--- config.mk ---
export PLATFORM = sky130hd
export DESIGN_NAME = json_stream_tokenizer
export DESIGN_NICKNAME = d
export VERILOG_FILES = /design/src/sv/jst_pkg.sv /design/src/sv/jst_stack.sv /design/src/sv/jst_core.sv /design/src/sv/jst_obuf.sv /design/src/sv/json_stream_tokenizer.sv
export SDC_FILE = /design/constraint.sdc
export NUM_CORES = 1
export LEC_CHECK = 0
export BUFFER_PORTS_ARGS = -buffer_cell sky130_fd_sc_hd__buf_2
export CAP_MARGIN = 20
export CORE_UTILIZATION = 45
export DETAILED_ROUTE_END_ITERATION = 8
export GPL_ROUTABILITY_DRIVEN = 0
export PLACE_DENSITY = 0.6
export SLEW_MARGIN = 40
export SYNTH_ARGS = -nofsm -noshare
export SYNTH_HDL_FRONTEND = slang
export SYNTH_HIERARCHICAL = 1
export SYNTH_SLANG_ARGS = --single-unit
export TNS_END_PERCENT = 100
--- constraint.sdc ---
create_clock -name clk -period 13.3 [get_ports clk]
set_clock_uncertainty 0.1 [all_clocks]
set_input_delay 0.665 -clock clk [delete_from_list [all_inputs] [get_ports clk]]
set_output_delay 0.665 -clock clk [all_outputs]
set_load 0.05 [all_outputs]
--- src/sv/jst_pkg.sv ---
// ----------------------------------------------------------------------------
// jst_pkg
// Shared types and constants for the streaming JSON tokenizer.
// ----------------------------------------------------------------------------
package jst_pkg;

  localparam int MAX_NEST = 256;
  localparam int DEPTH_W  = $clog2(MAX_NEST + 1);
  localparam int ADDR_W   = $clog2(MAX_NEST);
  localparam int MAX_RES  = 6;
  localparam int CNT_W    = 3;

  typedef enum logic [3:0] {
    TK_OBJSTART = 4'd0,
    TK_OBJEND   = 4'd1,
    TK_ARRSTART = 4'd2,
    TK_ARREND   = 4'd3,
    TK_KEY      = 4'd4,
    TK_STRING   = 4'd5,
    TK_NUMBER   = 4'd6,
    TK_BOOL     = 4'd7,
    TK_NULL     = 4'd8,
    TK_END      = 4'd9,
    TK_ERROR    = 4'd10
  } token_t;

  typedef enum logic [3:0] {
    ER_NONE       = 4'd0,
    ER_UNEXPECTED = 4'd1,
    ER_LITERAL    = 4'd2,
    ER_NUMBER     = 4'd3,
    ER_ESCAPE     = 4'd4,
    ER_UNICODE    = 4'd5,
    ER_SURROGATE  = 4'd6,
    ER_UNTERM_STR = 4'd7,
    ER_DEPTH      = 4'd8,
    ER_UNTERM_ESC = 4'd9
  } err_t;

  typedef enum logic [3:0] {
    MD_IDLE, MD_STR, MD_ESC, MD_HEX, MD_PAIR_BS, MD_PAIR_U, MD_LO_HEX,
    MD_NUM_SIGN, MD_NUM_INT, MD_NUM_FRAC, MD_NUM_EXP_START, MD_NUM_EXP,
    MD_LIT_T, MD_LIT_F, MD_LIT_N
  } mode_t;

  typedef struct packed {
    logic               kind;
    token_t             token;
    logic [7:0]         vbyte;
    logic               bval;
    logic [DEPTH_W-1:0] depth;
    err_t               ecode;
  } result_t;

  typedef result_t [MAX_RES-1:0] res_list_t;

  typedef struct packed {
    logic push;
    logic pop;
    logic obj;
  } stk_op_t;

endpackage

--- src/sv/jst_stack.sv ---
// ----------------------------------------------------------------------------
// jst_stack
// Object/array stack, one bit per depth, with the top two entries at hand.
// ----------------------------------------------------------------------------
module jst_stack (
  input  logic                        clk,
  input  logic                        rst,
  input  jst_pkg::stk_op_t            op,
  input  logic [jst_pkg::DEPTH_W-1:0] depth_cur,
  input  logic [jst_pkg::DEPTH_W-1:0] depth_next,
  output logic                        top,
  output logic                        below
);

  logic                       mem [jst_pkg::MAX_NEST];
  logic [jst_pkg::DEPTH_W-1:0] rd_full;
  logic [jst_pkg::ADDR_W-1:0]  rd_addr;

  // The entry under the top is read every cycle for the depth of the next one.
  assign rd_full = depth_next - jst_pkg::DEPTH_W'(2);
  assign rd_addr = rd_full[jst_pkg::ADDR_W-1:0];

  always_ff @(posedge clk) begin
    if (op.push) begin
      mem[depth_cur[jst_pkg::ADDR_W-1:0]] <= op.obj;
    end
    below <= mem[rd_addr];
  end

  always_ff @(posedge clk) begin
    if (rst) begin
      top <= 1'b0;
    end else if (op.push) begin
      top <= op.obj;
    end else if (op.pop) begin
      top <= below;
    end
  end

endmodule

--- src/sv/jst_core.sv ---
// ----------------------------------------------------------------------------
// jst_core
// Lexer state and the combinational step that turns one beat into results.
// ----------------------------------------------------------------------------
module jst_core (
  input  logic                        clk,
  input  logic                        rst,
  input  logic                        take,
  input  logic [7:0]                  in_byte,
  input  logic                        end_of_input,
  input  logic                        top,
  input  logic                        below,
  output jst_pkg::res_list_t          res,
  output logic [jst_pkg::CNT_W-1:0]   res_cnt,
  output jst_pkg::stk_op_t            op,
  output logic [jst_pkg::DEPTH_W-1:0] depth_cur,
  output logic [jst_pkg::DEPTH_W-1:0] depth_next
);

  localparam logic [7:0] CH_QUOTE = 8'h22;
  localparam logic [7:0] CH_BSL   = 8'h5C;

  typedef struct packed {
    logic [jst_pkg::DEPTH_W-1:0] depth;
    logic                        key_due;
    jst_pkg::mode_t              mode;
    logic [1:0]                  sep;
    logic [15:0]                 hex;
    logic [15:0]                 hi;
    logic [2:0]                  hcnt;
    logic [2:0]                  lidx;
    logic                        is_key;
    logic                        stopped;
  } st_t;

  typedef struct packed {
    st_t                       s;
    jst_pkg::stk_op_t          op;
    jst_pkg::res_list_t        res;
    logic [jst_pkg::CNT_W-1:0] cnt;
  } work_t;

  localparam st_t ST_RESET = '{depth: '0, key_due: 1'b0, mode: jst_pkg::MD_IDLE,
                               sep: 2'd0, hex: 16'd0, hi: 16'd0, hcnt: 3'd0,
                               lidx: 3'd0, is_key: 1'b0, stopped: 1'b0};

  st_t   st;
  work_t w;

  function automatic work_t put(work_t w0, logic kind, jst_pkg::token_t tok,
                                logic [7:0] vb, logic bv, jst_pkg::err_t ec);
    work_t r;
    r = w0;
    if (r.cnt < jst_pkg::CNT_W'(jst_pkg::MAX_RES)) begin
      r.res[r.cnt] = '{kind: kind, token: tok, vbyte: vb, bval: bv,
                       depth: r.s.depth, ecode: ec};
      r.cnt = r.cnt + jst_pkg::CNT_W'(1);
    end
    return r;
  endfunction

  function automatic work_t raise(work_t w0, jst_pkg::err_t ec);
    work_t r;
    r = put(w0, 1'b1, jst_pkg::TK_ERROR, 8'd0, 1'b0, ec);
    r.s.stopped = 1'b1;
    r.s.mode    = jst_pkg::MD_IDLE;
    return r;
  endfunction

  // After a pop the entry below the old top is the new top.
  function automatic logic in_obj(work_t w0);
    if (w0.s.depth == '0) return 1'b0;
    return w0.op.pop ? below : top;
  endfunction

  function automatic jst_pkg::token_t text_tok(work_t w0);
    return w0.s.is_key ? jst_pkg::TK_KEY : jst_pkg::TK_STRING;
  endfunction

  function automatic work_t emit_cp(work_t w0, logic [20:0] cp);
    work_t           r;
    jst_pkg::token_t t;
    r = w0;
    t = text_tok(w0);
    if (cp < 21'h80) begin
      r = put(r, 1'b0, t, cp[7:0], 1'b0, jst_pkg::ER_NONE);
    end else if (cp < 21'h800) begin
      r = put(r, 1'b0, t, {3'b110, cp[10:6]}, 1'b0, jst_pkg::ER_NONE);
      r = put(r, 1'b0, t, {2'b10, cp[5:0]}, 1'b0, jst_pkg::ER_NONE);
    end else if (cp < 21'h10000) begin
      r = put(r, 1'b0, t, {4'b1110, cp[15:12]}, 1'b0, jst_pkg::ER_NONE);
      r = put(r, 1'b0, t, {2'b10, cp[11:6]}, 1'b0, jst_pkg::ER_NONE);
      r = put(r, 1'b0, t, {2'b10, cp[5:0]}, 1'b0, jst_pkg::ER_NONE);
    end else begin
      r = put(r, 1'b0, t, {5'b11110, cp[20:18]}, 1'b0, jst_pkg::ER_NONE);
      r = put(r, 1'b0, t, {2'b10, cp[17:12]}, 1'b0, jst_pkg::ER_NONE);
      r = put(r, 1'b0, t, {2'b10, cp[11:6]}, 1'b0, jst_pkg::ER_NONE);
      r = put(r, 1'b0, t, {2'b10, cp[5:0]}, 1'b0, jst_pkg::ER_NONE);
    end
    return r;
  endfunction

  function automatic logic is_digit(logic [7:0] b);
    return (b >= 8'h30) && (b <= 8'h39);
  endfunction

  function automatic work_t idle_byte(work_t w0, logic [7:0] b);
    work_t r;
    r = w0;
    if (b == 8'h20 || b == 8'h09 || b == 8'h0A || b == 8'h0D) return r;
    if (b == 8'h2C) begin
      if (r.s.sep == 2'd0) r.s.sep = 2'd1;
      else r = raise(r, jst_pkg::ER_UNEXPECTED);
      return r;
    end
    if (b == 8'h3A) begin
      if (r.s.sep < 2'd2) r.s.sep = 2'd2;
      else r = raise(r, jst_pkg::ER_UNEXPECTED);
      return r;
    end
    r.s.sep = 2'd0;
    case (b)
      CH_QUOTE: begin
        r.s.is_key = in_obj(r) && r.s.key_due;
        r.s.mode   = jst_pkg::MD_STR;
      end
      8'h7B, 8'h5B: begin
        if (r.s.depth >= jst_pkg::DEPTH_W'(jst_pkg::MAX_NEST)) begin
          r = raise(r, jst_pkg::ER_DEPTH);
        end else begin
          r.op.push       = 1'b1;
          r.op.obj        = (b == 8'h7B);
          r.s.depth       = r.s.depth + jst_pkg::DEPTH_W'(1);
          r.s.key_due     = (b == 8'h7B);
          r = put(r, 1'b1, (b == 8'h7B) ? jst_pkg::TK_OBJSTART : jst_pkg::TK_ARRSTART,
                  8'd0, 1'b0, jst_pkg::ER_NONE);
        end
      end
      8'h7D, 8'h5D: begin
        if (r.s.depth != '0) begin
          r.op.pop  = 1'b1;
          r.s.depth = r.s.depth - jst_pkg::DEPTH_W'(1);
        end
        r.s.key_due = in_obj(r);
        r = put(r, 1'b1, (b == 8'h7D) ? jst_pkg::TK_OBJEND : jst_pkg::TK_ARREND,
                8'd0, 1'b0, jst_pkg::ER_NONE);
      end
      8'h74: begin r.s.mode = jst_pkg::MD_LIT_T; r.s.lidx = 3'd1; end
      8'h66: begin r.s.mode = jst_pkg::MD_LIT_F; r.s.lidx = 3'd1; end
      8'h6E: begin r.s.mode = jst_pkg::MD_LIT_N; r.s.lidx = 3'd1; end
      8'h2D: begin
        r.s.mode = jst_pkg::MD_NUM_SIGN;
        r = put(r, 1'b0, jst_pkg::TK_NUMBER, b, 1'b0, jst_pkg::ER_NONE);
      end
      default: begin
        if (is_digit(b)) begin
          r.s.mode = jst_pkg::MD_NUM_INT;
          r = put(r, 1'b0, jst_pkg::TK_NUMBER, b, 1'b0, jst_pkg::ER_NONE);
        end else begin
          r = raise(r, jst_pkg::ER_UNEXPECTED);
        end
      end
    endcase
    return r;
  endfunction

  function automatic work_t string_byte(work_t w0, logic [7:0] b);
    work_t r;
    r = w0;
    if (b == CH_QUOTE) begin
      r = put(r, 1'b1, text_tok(r), 8'd0, 1'b0, jst_pkg::ER_NONE);
      r.s.key_due = r.s.is_key ? 1'b0 : in_obj(r);
      r.s.mode = jst_pkg::MD_IDLE;
    end else if (b == CH_BSL) begin
      r.s.mode = jst_pkg::MD_ESC;
    end else begin
      r = put(r, 1'b0, text_tok(r), b, 1'b0, jst_pkg::ER_NONE);
    end
    return r;
  endfunction

  function automatic work_t escape_byte(work_t w0, logic [7:0] b);
    work_t      r;
    logic [7:0] v;
    logic       ok;
    r  = w0;
    ok = 1'b1;
    v  = b;
    case (b)
      CH_QUOTE, CH_BSL, 8'h2F: v = b;
      8'h62: v = 8'h08;
      8'h66: v = 8'h0C;
      8'h6E: v = 8'h0A;
      8'h72: v = 8'h0D;
      8'h74: v = 8'h09;
      default: ok = 1'b0;
    endcase
    if (b == 8'h75) begin
      r.s.mode = jst_pkg::MD_HEX;
      r.s.hex  = 16'd0;
      r.s.hcnt = 3'd0;
    end else if (!ok) begin
      r = raise(r, jst_pkg::ER_ESCAPE);
    end else begin
      r = put(r, 1'b0, text_tok(r), v, 1'b0, jst_pkg::ER_NONE);
      r.s.mode = jst_pkg::MD_STR;
    end
    return r;
  endfunction

  function automatic work_t hex_byte(work_t w0, logic [7:0] b, logic low);
    work_t       r;
    logic [3:0]  v;
    logic        ok;
    logic [20:0] cp;
    r  = w0;
    ok = 1'b1;
    v  = 4'd0;
    if (is_digit(b)) v = b[3:0];
    else if ((b >= 8'h61 && b <= 8'h66) || (b >= 8'h41 && b <= 8'h46))
      v = b[3:0] + 4'd9;
    else ok = 1'b0;
    if (!ok) return raise(r, low ? jst_pkg::ER_SURROGATE : jst_pkg::ER_UNICODE);
    r.s.hex  = {r.s.hex[11:0], v};
    r.s.hcnt = r.s.hcnt + 3'd1;
    if (r.s.hcnt < 3'd4) return r;
    if (!low) begin
      if (r.s.hex >= 16'hD800 && r.s.hex <= 16'hDBFF) begin
        r.s.hi   = r.s.hex;
        r.s.mode = jst_pkg::MD_PAIR_BS;
      end else begin
        r = emit_cp(r, {5'd0, r.s.hex});
        r.s.mode = jst_pkg::MD_STR;
      end
      return r;
    end
    if (r.s.hex < 16'hDC00 || r.s.hex > 16'hDFFF) return raise(r, jst_pkg::ER_SURROGATE);
    cp = 21'h10000 + {1'b0, r.s.hi[9:0], r.s.hex[9:0]};
    r = emit_cp(r, cp);
    r.s.mode = jst_pkg::MD_STR;
    return r;
  endfunction

  function automatic work_t finish_number(work_t w0, logic [7:0] b);
    work_t r;
    r = put(w0, 1'b1, jst_pkg::TK_NUMBER, 8'd0, 1'b0, jst_pkg::ER_NONE);
    r.s.key_due = in_obj(r);
    r.s.mode = jst_pkg::MD_IDLE;
    return idle_byte(r, b);
  endfunction

  function automatic work_t number_byte(work_t w0, logic [7:0] b);
    work_t r;
    logic  d;
    logic  e;
    r = w0;
    d = is_digit(b);
    e = (b == 8'h65) || (b == 8'h45);
    case (r.s.mode)
      jst_pkg::MD_NUM_SIGN: begin
        if (!d) return raise(r, jst_pkg::ER_NUMBER);
        r.s.mode = jst_pkg::MD_NUM_INT;
      end
      jst_pkg::MD_NUM_INT: begin
        if (b == 8'h2E) r.s.mode = jst_pkg::MD_NUM_FRAC;
        else if (e) r.s.mode = jst_pkg::MD_NUM_EXP_START;
        else if (!d) return finish_number(r, b);
      end
      jst_pkg::MD_NUM_FRAC: begin
        if (e) r.s.mode = jst_pkg::MD_NUM_EXP_START;
        else if (!d) return finish_number(r, b);
      end
      jst_pkg::MD_NUM_EXP_START: begin
        if (d || b == 8'h2B || b == 8'h2D) r.s.mode = jst_pkg::MD_NUM_EXP;
        else return finish_number(r, b);
      end
      default: begin
        if (!d) return finish_number(r, b);
      end
    endcase
    return put(r, 1'b0, jst_pkg::TK_NUMBER, b, 1'b0, jst_pkg::ER_NONE);
  endfunction

  function automatic logic [7:0] lit_char(logic [1:0] k, logic [2:0] i);
    logic [39:0] txt;
    case (k)
      2'd0:    txt = {8'h00, 8'h65, 8'h75, 8'h72, 8'h74};
      2'd1:    txt = {8'h65, 8'h73, 8'h6C, 8'h61, 8'h66};
      default: txt = {8'h00, 8'h6C, 8'h6C, 8'h75, 8'h6E};
    endcase
    return (i < 3'd5) ? txt[i*8 +: 8] : 8'h00;
  endfunction

  function automatic work_t literal_byte(work_t w0, logic [7:0] b);
    work_t      r;
    logic [1:0] k;
    logic [2:0] len;
    r = w0;
    case (r.s.mode)
      jst_pkg::MD_LIT_T: k = 2'd0;
      jst_pkg::MD_LIT_F: k = 2'd1;
      default:           k = 2'd2;
    endcase
    len = (k == 2'd1) ? 3'd5 : 3'd4;
    if (r.s.lidx >= len || b != lit_char(k, r.s.lidx)) return raise(r, jst_pkg::ER_LITERAL);
    r.s.lidx = r.s.lidx + 3'd1;
    if (r.s.lidx < len) return r;
    if (k == 2'd2) r = put(r, 1'b1, jst_pkg::TK_NULL, 8'd0, 1'b0, jst_pkg::ER_NONE);
    else r = put(r, 1'b1, jst_pkg::TK_BOOL, 8'd0, (k == 2'd0), jst_pkg::ER_NONE);
    r.s.key_due = in_obj(r);
    r.s.mode = jst_pkg::MD_IDLE;
    return r;
  endfunction

  function automatic work_t end_doc(work_t w0);
    work_t r;
    r = w0;
    if (!r.s.stopped) begin
      case (r.s.mode)
        jst_pkg::MD_IDLE:    r = r;
        jst_pkg::MD_STR:     r = raise(r, jst_pkg::ER_UNTERM_STR);
        jst_pkg::MD_ESC:     r = raise(r, jst_pkg::ER_UNTERM_ESC);
        jst_pkg::MD_HEX:     r = raise(r, jst_pkg::ER_UNICODE);
        jst_pkg::MD_PAIR_BS: begin
          r = emit_cp(r, {5'd0, r.s.hi});
          r = raise(r, jst_pkg::ER_UNTERM_STR);
        end
        jst_pkg::MD_PAIR_U: begin
          r = emit_cp(r, {5'd0, r.s.hi});
          r = raise(r, jst_pkg::ER_UNTERM_ESC);
        end
        jst_pkg::MD_LO_HEX:   r = raise(r, jst_pkg::ER_SURROGATE);
        jst_pkg::MD_NUM_SIGN: r = raise(r, jst_pkg::ER_NUMBER);
        jst_pkg::MD_NUM_INT, jst_pkg::MD_NUM_FRAC, jst_pkg::MD_NUM_EXP_START,
        jst_pkg::MD_NUM_EXP:
          r = put(r, 1'b1, jst_pkg::TK_NUMBER, 8'd0, 1'b0, jst_pkg::ER_NONE);
        default: r = raise(r, jst_pkg::ER_LITERAL);
      endcase
    end
    r = put(r, 1'b1, jst_pkg::TK_END, 8'd0, 1'b0, jst_pkg::ER_NONE);
    r.s = ST_RESET;
    return r;
  endfunction

  always_comb begin
    w     = '0;
    w.s   = st;
    if (end_of_input) begin
      w = end_doc(w);
    end else if (!st.stopped) begin
      case (st.mode)
        jst_pkg::MD_IDLE: w = idle_byte(w, in_byte);
        jst_pkg::MD_STR:  w = string_byte(w, in_byte);
        jst_pkg::MD_ESC:  w = escape_byte(w, in_byte);
        jst_pkg::MD_HEX:  w = hex_byte(w, in_byte, 1'b0);
        jst_pkg::MD_PAIR_BS: begin
          if (in_byte == CH_BSL) begin
            w.s.mode = jst_pkg::MD_PAIR_U;
          end else begin
            w = emit_cp(w, {5'd0, st.hi});
            w.s.mode = jst_pkg::MD_STR;
            w = string_byte(w, in_byte);
          end
        end
        jst_pkg::MD_PAIR_U: begin
          if (in_byte == 8'h75) begin
            w.s.mode = jst_pkg::MD_LO_HEX;
            w.s.hex  = 16'd0;
            w.s.hcnt = 3'd0;
          end else begin
            w = emit_cp(w, {5'd0, st.hi});
            w.s.mode = jst_pkg::MD_STR;
            w = escape_byte(w, in_byte);
          end
        end
        jst_pkg::MD_LO_HEX: w = hex_byte(w, in_byte, 1'b1);
        jst_pkg::MD_NUM_SIGN, jst_pkg::MD_NUM_INT, jst_pkg::MD_NUM_FRAC,
        jst_pkg::MD_NUM_EXP_START, jst_pkg::MD_NUM_EXP:
          w = number_byte(w, in_byte);
        jst_pkg::MD_LIT_T, jst_pkg::MD_LIT_F, jst_pkg::MD_LIT_N:
          w = literal_byte(w, in_byte);
        default: begin
          w.s.mode = jst_pkg::MD_IDLE;
          w = idle_byte(w, in_byte);
        end
      endcase
    end
  end

  assign res        = w.res;
  assign res_cnt    = w.cnt;
  assign depth_cur  = st.depth;
  assign depth_next = take ? w.s.depth : st.depth;
  assign op         = take ? w.op : '0;

  always_ff @(posedge clk) begin
    if (rst) begin
      st <= ST_RESET;
    end else if (take) begin
      st <= w.s;
    end
  end

endmodule

--- src/sv/jst_obuf.sv ---
// ----------------------------------------------------------------------------
// jst_obuf
// Result register: holds one beat's results; sends one a cycle if m_tready.
// ----------------------------------------------------------------------------
module jst_obuf (
  input  logic                      clk,
  input  logic                      rst,
  input  logic                      load,
  input  jst_pkg::res_list_t        res,
  input  logic [jst_pkg::CNT_W-1:0] res_cnt,
  output logic                      free,
  output logic                      m_tvalid,
  input  logic                      m_tready,
  output logic [31:0]               m_tdata,
  output logic                      m_tuser,
  output logic                      m_tlast
);

  jst_pkg::res_list_t        list;
  logic [jst_pkg::CNT_W-1:0] cnt;
  logic [jst_pkg::CNT_W-1:0] idx;
  jst_pkg::result_t          cur;
  logic                      at_last;

  assign cur      = list[idx];
  assign m_tvalid = idx < cnt;
  assign at_last  = idx == (cnt - jst_pkg::CNT_W'(1));
  assign free     = !m_tvalid || (m_tready && at_last);
  assign m_tlast  = at_last;
  assign m_tuser  = cur.kind;
  assign m_tdata  = {6'd0, cur.ecode, cur.depth, cur.bval, cur.vbyte, cur.token};

  always_ff @(posedge clk) begin
    if (load) begin
      list <= res;
    end
  end

  always_ff @(posedge clk) begin
    if (rst) begin
      cnt <= '0;
      idx <= '0;
    end else if (load) begin
      cnt <= res_cnt;
      idx <= '0;
    end else if (m_tvalid && m_tready) begin
      idx <= idx + jst_pkg::CNT_W'(1);
    end
  end

endmodule

--- src/sv/json_stream_tokenizer.sv ---
// ----------------------------------------------------------------------------
// json_stream_tokenizer
// Streaming JSON tokenizer: one byte per beat in, token events and decoded
// value bytes out.
// ----------------------------------------------------------------------------
//  channel | dir | tdata                    | tuser    | tlast
//  s_*     | in  | [7:0] input byte         | -        | end of document
//  m_*     | out | token, byte, bool, depth,| out_kind | last result of beat
//          |     | error code               |          |
//
// A beat enters an input register, is decoded combinationally against the
// lexer state and the two top stack entries, and its zero to five results
// land in a result register that sends one result per cycle while m_tready
// is high. A beat with at most one result then passes at one beat per cycle;
// a beat with more results holds the input until the single output port has sent them.
// Reset (rst, synchronous) clears the lexer state, depth and queues; the stack
// memory is not cleared. A stall on m_tready backs up into s_tready.
module json_stream_tokenizer (
  input  logic        clk,
  input  logic        rst,
  input  logic        s_tvalid,
  output logic        s_tready,
  input  logic [7:0]  s_tdata,   // [7:0] in_byte
  input  logic        s_tlast,   // end_of_input
  output logic        m_tvalid,
  input  logic        m_tready,
  output logic [31:0] m_tdata,   // [3:0] token, [11:4] value_byte, [12] true flag,
                                 // [21:13] nest_depth, [25:22] error_code
  output logic        m_tuser,   // out_kind
  output logic        m_tlast    // last_of_run
);

  logic                        ivalid;
  logic [7:0]                  ibyte;
  logic                        ilast;
  logic                        take;
  logic                        free;
  logic                        top;
  logic                        below;
  jst_pkg::res_list_t          res;
  logic [jst_pkg::CNT_W-1:0]   res_cnt;
  jst_pkg::stk_op_t            op;
  logic [jst_pkg::DEPTH_W-1:0] depth_cur;
  logic [jst_pkg::DEPTH_W-1:0] depth_next;

  // A beat with no results never waits for the result register.
  assign take     = ivalid && ((res_cnt == '0) || free);
  assign s_tready = !ivalid || take;

  always_ff @(posedge clk) begin
    if (s_tvalid && s_tready) begin
      ibyte <= s_tdata;
      ilast <= s_tlast;
    end
  end

  always_ff @(posedge clk) begin
    if (rst) begin
      ivalid <= 1'b0;
    end else if (s_tready) begin
      ivalid <= s_tvalid;
    end
  end

  jst_core u_core (
    .clk          (clk),
    .rst          (rst),
    .take         (take),
    .in_byte      (ibyte),
    .end_of_input (ilast),
    .top          (top),
    .below        (below),
    .res          (res),
    .res_cnt      (res_cnt),
    .op           (op),
    .depth_cur    (depth_cur),
    .depth_next   (depth_next)
  );

  jst_stack u_stack (
    .clk        (clk),
    .rst        (rst),
    .op         (op),
    .depth_cur  (depth_cur),
    .depth_next (depth_next),
    .top        (top),
    .below      (below)
  );

  jst_obuf u_obuf (
    .clk      (clk),
    .rst      (rst),
    .load     (take && (res_cnt != '0)),
    .res      (res),
    .res_cnt  (res_cnt),
    .free     (free),
    .m_tvalid (m_tvalid),
    .m_tready (m_tready),
    .m_tdata  (m_tdata),
    .m_tuser  (m_tuser),
    .m_tlast  (m_tlast)
  );

endmodule

==> impl_metrics.env, run 1 <==
export IMPL_final_hold_violation_count=0
export IMPL_final_nets=2695
export IMPL_clockBufferDepth=3
export IMPL_track_usage_pct=26.8
export IMPL_clock_sinks=488
export IMPL_placed_cells=3455
export IMPL_setup_violations=0
export IMPL_design_area_sq_mm=0.0307
export IMPL_syn_avg_cell_area_sq_um=10.3
export IMPL_drc=1
export IMPL_cts_hold_buf=0
export IMPL_use_met1_pct=35.0
export IMPL_rsz0062_at_grt="no"
export IMPL_grt_pass1_wl_um=137000
export IMPL_grt_max_degree=140
export IMPL_ant_nets=0
export IMPL_grtUsageMet2_pct=42.6
export IMPL_placed_cell_area_sq_mm=0.0290
export IMPL_netlist_area_sq_mm=0.0293
export IMPL_place_detailed_hpwl_um=60700
export IMPL_start_util_pct=45.5
export IMPL_drive_gt1_share_pct=12.5
export IMPL_layout_cells_non_filler=3552
export IMPL_worst_pin_slew_ns=0.906
export IMPL_ir_drop_mv=0.118
export IMPL_die_y_um=257
export IMPL_grt_overflow=0
export IMPL_crit_arrival_ns=9.65
export IMPL_period_needed_ns=9.21
export IMPL_min_path_type="input port to flip-flop"
export IMPL_p_leak_nw=9.56
export IMPL_final_cell_mix="437 x nor2_1, 427 x edfxtp_1, 218 x nand2_1"
export IMPL_num_rows=93
export IMPL_violations="DRC"
export IMPL_maxCapViolCount=0
export IMPL_critPathMaxFanout=67
export IMPL_grt_pass1_vias=22269
export IMPL_final_common_cell="nor2_1"
export IMPL_cts_tree="built"
export IMPL_hp_start="s_tdata[3]"
export IMPL_coreArea_sq_mm=0.0643
export IMPL_cts_setup_buffers=0
export IMPL_worstHoldPathCells=1
export IMPL_reg2reg_slack_ns=4.09
export IMPL_slew_viol_final=0
export IMPL_min_to="ibyte[3]"
export IMPL_ys_warn_count=6
export IMPL_critPathKind="flip-flop to flip-flop"
export IMPL_antenna_found_initial=3
export IMPL_syn2layout_area_growth_pct=5.10
export IMPL_dr_pass1_iters=9
export IMPL_worstSkewPairLatency_ns=0.64
export IMPL_h_tree_depth=2
export IMPL_syn_inst=2835
export IMPL_slew_headroom_pct=39.3
export IMPL_multiInputGateArea_sq_mm=0.0130
export IMPL_worstReg2RegStart="ibyte[1]"
export IMPL_fmaxAchievable_ghz=0.109
export IMPL_r2r_end="u_stack/below"
export IMPL_port_buffer_count=42
export IMPL_setup_tns_final_ns=0
export IMPL_outcome="complete, but fails checks"
export IMPL_crit_path_start_kind="flip-flop"
export IMPL_endpoint_kind="flip-flop"
export IMPL_fillCellCount=5892
export IMPL_required_ns=13.73
export IMPL_dr_total_vias=23153
export IMPL_die_x_um=257
export IMPL_die_area_sq_mm=0.0660
export IMPL_root_buffer="clkbuf_16"
export IMPL_first_iter_violations=3837
export IMPL_busiest_layer="met2"
export IMPL_n_antenna_cell=0
export IMPL_seq_area_sq_mm=0.0141
export IMPL_reg2reg_depth=26
export IMPL_power_density_mw_per_mm2=106
export IMPL_cts_clk_slew_worst_paths_ns=0.06
export IMPL_cts_repair_resized=0
export IMPL_wirelength_um=89700
export IMPL_use_met3_pct=6.25
export IMPL_cts_buffers=51
export IMPL_wl_per_cell_um=25.3
export IMPL_finalCritPeriodShare_pct=69.3
export IMPL_via_per_inst=6.52
export IMPL_ios=49
==> state kept, by name, summed over array words and instances, names as in the netlist <==
name and flops:
ibyte 8, ilast 1, ivalid 1, u_core/depth_cur 9, u_core/st 43, u_obuf/cnt 3, u_obuf/idx 3, u_obuf/list 162
u_stack/below 1, u_stack/mem 256, u_stack/top 1
==> report_power, final <==
group | internal [W] | switching, W | total, W
Sequential | 0.00167 | 0.0000137 | 0.00169
Clock | 0.000786 | 0.000603 | 0.00139
Combinational | 0.0000482 | 0.000138 | 0.000186
Total | 0.00251 | 0.000755 | 0.00326
==> how the worst max path moves through the flow <==
stage / start / to / slack, ns
6_report: ibyte[1] / u_stack/below / 4.09
5_1_grt: ibyte[0] / u_stack/below / 3.82
4_1_cts: ibyte[1] / u_stack/below / 4.20
3_5_place_dp: ibyte[1] / u_stack/below / 4.17
3_3_place_gp: ibyte[1] / u_stack/below / 4.32
2_1_floorplan: ibyte[0] / u_stack/mem[0] / 4.29
==> layer usage <==
metal  vias to the layer above  part of all wire (%)
met5                         -                 0.038
met4                         6                   5.2
met3                       397                    11
met2                      1485                    46
met1                     11205                    38
li1                      10060                     -
==> cell type report <==
type | count | area share, %
multi-input cells | 1952 | 42.4
repair buffers | 96 | 2.19
flip-flops and latches | 488 | 45.7
clock inverters | 28 | 0.969
clock buffers | 67 | 4.41
well taps | 855 | 3.48
inverters | 66 | 0.806
==> critical path, cell delays in order (launching register included) <==
cell and delay (ns):
edfxtp_1 0.83, inv_1 0.30, ha_1 0.40, o21ba_2 0.28, o21a_1 0.44, a21oi_1 0.56
buf_4 0.32, nor3_2 0.16, nor2_1 0.33, a21oi_1 0.11, a221o_1 0.33, or3_4 0.45
a21boi_1 0.58, inv_1 0.16, nor2_1 0.65, a32o_4 0.34, buf_6 0.54, inv_1 0.16
ha_2 0.29, xor2_4 0.16, buf_4 0.41, mux4_2 0.39, nand3_1 0.10, nand4_1 0.11
a31o_1 0.21, a211o_1 0.27, and4_1 0.15
==> through the flow <==
stage | hold slack, ns | worst slack, ns | power [W] | util (%)
2_1_floorplan | 0.348 | 4.29 | 0.00186 | -
3_3_place_gp | 0.370 | 4.32 | 0.00189 | 44.9
3_5_place_dp | 0.383 | 4.17 | 0.00190 | 45.1
4_1_cts | 0.129 | 4.20 | 0.00329 | 47.7
5_1_grt | 0.143 | 3.82 | 0.00336 | 47.8
6_report | 0.159 | 4.09 | 0.00326 | 47.8
(Power assumes the default switching activity.)
==> run 2: changes to the inputs <==
Settings changed: PLACE_DENSITY 0.6 to 0.63.
Clock period 13.3 ns to 8.18 ns, I/O delays scaled along.
==> run 2 against run 1 <==
The flow still finishes with violations (DRC). Die area stayed put. Largest cell class unchanged. Critical path type unchanged. Count of clock-buffer cells in the layout fell by 1. Global-route usage decreased by 0.21 points. Non-clock buffer count grew 42. Cell area grew 0.67%. Via count rose by 0.77%. Routed wire length decreased by 0.17%. Flip-flop and latch count stayed put. Maximum frequency grew 18%. Worst setup slack got worse by 3.7 ns. Utilization increased by 0.32 points.
==> impl_metrics.env, run 2 (synthesized netlist as in run 1, its figures left out) <==
export IMPL_p_leak_nw=9.72
export IMPL_ios=49
export IMPL_fillCellCount=5881
export IMPL_slew_viol_final=0
export IMPL_ir_drop_mv=0.169
export IMPL_ant_nets=0
export IMPL_crit_end="u_stack/below"
export IMPL_slew_headroom_pct=33.6
export IMPL_start_util_pct=45.5
export IMPL_die_area_sq_mm=0.0660
export IMPL_endpoint_kind="flip-flop"
export IMPL_syn2layout_area_growth_pct=5.80
export IMPL_h_tree_depth=2
export IMPL_grt_pass1_vias=22334
export IMPL_required_ns=8.62
export IMPL_whs_ns=0.0838
export IMPL_clockBufferDepth=3
export IMPL_dr_total_vias=23332
export IMPL_grt_overflow=0
export IMPL_crit_path_start_kind="flip-flop"
export IMPL_power_density_mw_per_mm2=170
export IMPL_coreArea_sq_mm=0.0643
export IMPL_rsz0062_at_grt="no"
export IMPL_seq_area_sq_mm=0.0141
export IMPL_maxCapViolCount=0
export IMPL_critPathLaunch="ibyte[6]"
export IMPL_final_cell_mix="435 x nor2_1, 427 x edfxtp_1, 223 x nand2_1"
export IMPL_cts_setup_buffers=0
export IMPL_min_path_type="input port to flip-flop"
export IMPL_place_detailed_hpwl_um=60600
export IMPL_critPathMaxFanout=23
export IMPL_via_per_inst=6.50
export IMPL_cts_buffers=50
export IMPL_drc=20
export IMPL_track_usage_pct=26.6
export IMPL_die_y_um=257
export IMPL_critPathKind="flip-flop to flip-flop"
export IMPL_setup_tns_final_ns=0
export IMPL_setup_violations=0
export IMPL_period_needed_ns=7.80
export IMPL_antenna_found_initial=2
export IMPL_finalCritPeriodShare_pct=95.4
export IMPL_crit_arrival_ns=8.24
export IMPL_clock_sinks=488
export IMPL_fmaxAchievable_ghz=0.128
export IMPL_grt_max_degree=80
export IMPL_largest_reg_flops=256
export IMPL_reg2reg_slack_ns=0.38
export IMPL_worst_pin_slew_ns=0.989
export IMPL_final_hold_violation_count=0
export IMPL_final_nets=2736
export IMPL_dr_pass1_iters=9
export IMPL_drive_gt1_share_pct=12.9
export IMPL_worstReg2RegStart="ibyte[6]"
export IMPL_die_x_um=257
export IMPL_multiInputGateArea_sq_mm=0.0130
export IMPL_violations="DRC"
export IMPL_p_total_w=0.00525
export IMPL_grt_pass1_wl_um=136000
export IMPL_place_ws_ns=0.344
export IMPL_first_iter_violations=3875
export IMPL_wirelength_um=89600
export IMPL_wl_per_cell_um=24.9
export IMPL_setup_ws_ns=0.378
export IMPL_reg2reg_depth=25
export IMPL_cts_clk_slew_worst_paths_ns=0.07
export IMPL_root_buffer="clkbuf_16"
export IMPL_outcome="complete, but fails checks"
export IMPL_worstSkewPairLatency_ns=0.64
export IMPL_final_common_cell="nor2_1"
export IMPL_r2r_end="u_stack/below"
export IMPL_port_buffer_count=42
export IMPL_num_rows=93
export IMPL_cts_tree="built"
-- run 2: changes by cell type in the layout (fill, tap and decap cells not counted), sizes merged --
cell	before	now
dlygate4sd3	0	10
diode	0	1
buf	94	127
clkbuf	69	67
clkinvlp	2	0
bufinv	3	2
-- run 2: stage by stage --
step / cell area, sq um / util (%) / instances
2_1_floorplan: 29400 / - / 2884
3_3_place_gp: 29100 / 45.3 / 3485
3_5_place_dp: 29200 / 45.4 / 3487
4_1_cts: 30900 / 48.0 / 3588
5_1_grt: 30900 / 48.1 / 3591
6_report: 30900 / 48.1 / 3591
-- run 2: layout make-up --
type | count | area share (%)
flip-flops and latches | 488 | 45.4
repair buffers | 138 | 3.23
clock buffers | 66 | 4.30
diodes | 1 | 0.00809
clock inverters | 25 | 0.801
well taps | 855 | 3.46
multi-input cells | 1952 | 42.0
inverters | 66 | 0.801
-- run 2: worst max-delay path, stage by stage, from the launching register on --
cell and delay (ns):
edfxtp_1 0.62, nor4b_4 0.62, nand3_1 0.38, nor2_1 0.25, ha_1 0.28, a21o_1 0.20, ha_1 0.28, and3_1 0.34
a221o_1 0.40, or3_4 0.43, a21boi_1 0.33, inv_1 0.14, nor2_1 0.49, buf_4 0.25, nand3_1 0.10, nand2_1 0.17
inv_1 0.06, ha_2 0.22, xor2_4 0.69, buf_4 0.36, mux2i_1 0.21, a22oi_1 0.11, nand4_1 0.12, o21ai_0 0.09
a211o_1 0.32, and4_1 0.14
-- run 2: metal layers --
metal	vias up	part of all wire (%)	global-route usage, %
met4	2	5.7	12.8
li1	10144	-	-
met3	411	10	5.86
met5	-	0.0089	0
met2	1539	45	42.1
met1	11236	38	34.6
-- run 2: worst min-delay path by stage --
stage	startpoint	slack, ns	end	cells past startpoint
after floorplan	u_core/st[23]	0.35	u_core/st[23]	1
after global placement	u_core/st[46]	0.37	u_core/st[46]	2
after detailed placement	u_core/st[46]	0.37	u_core/st[46]	2
after CTS	s_tvalid	0.06	ivalid	3
after global routing	s_tvalid	0.09	ivalid	3
final	s_tvalid	0.08	ivalid	3
-- run 2: power breakdown --
| part | leakage (nW) | switching (W) | internal, W |
|---|---|---|---|
| Sequential | 3.95 | 0.0000163 | 0.00272 |
| Clock | 0.770 | 0.000979 | 0.00122 |
| Combinational | 5.00 | 0.000228 | 0.0000826 |
-- run 2: repair_timing --
item | 4_1_cts | 5_1_grt
hold buffers | 10 | 0
hold endpoints to repair | 10 | 0
resized for setup | 0 | 1
setup endpoints to repair | 0 | 1
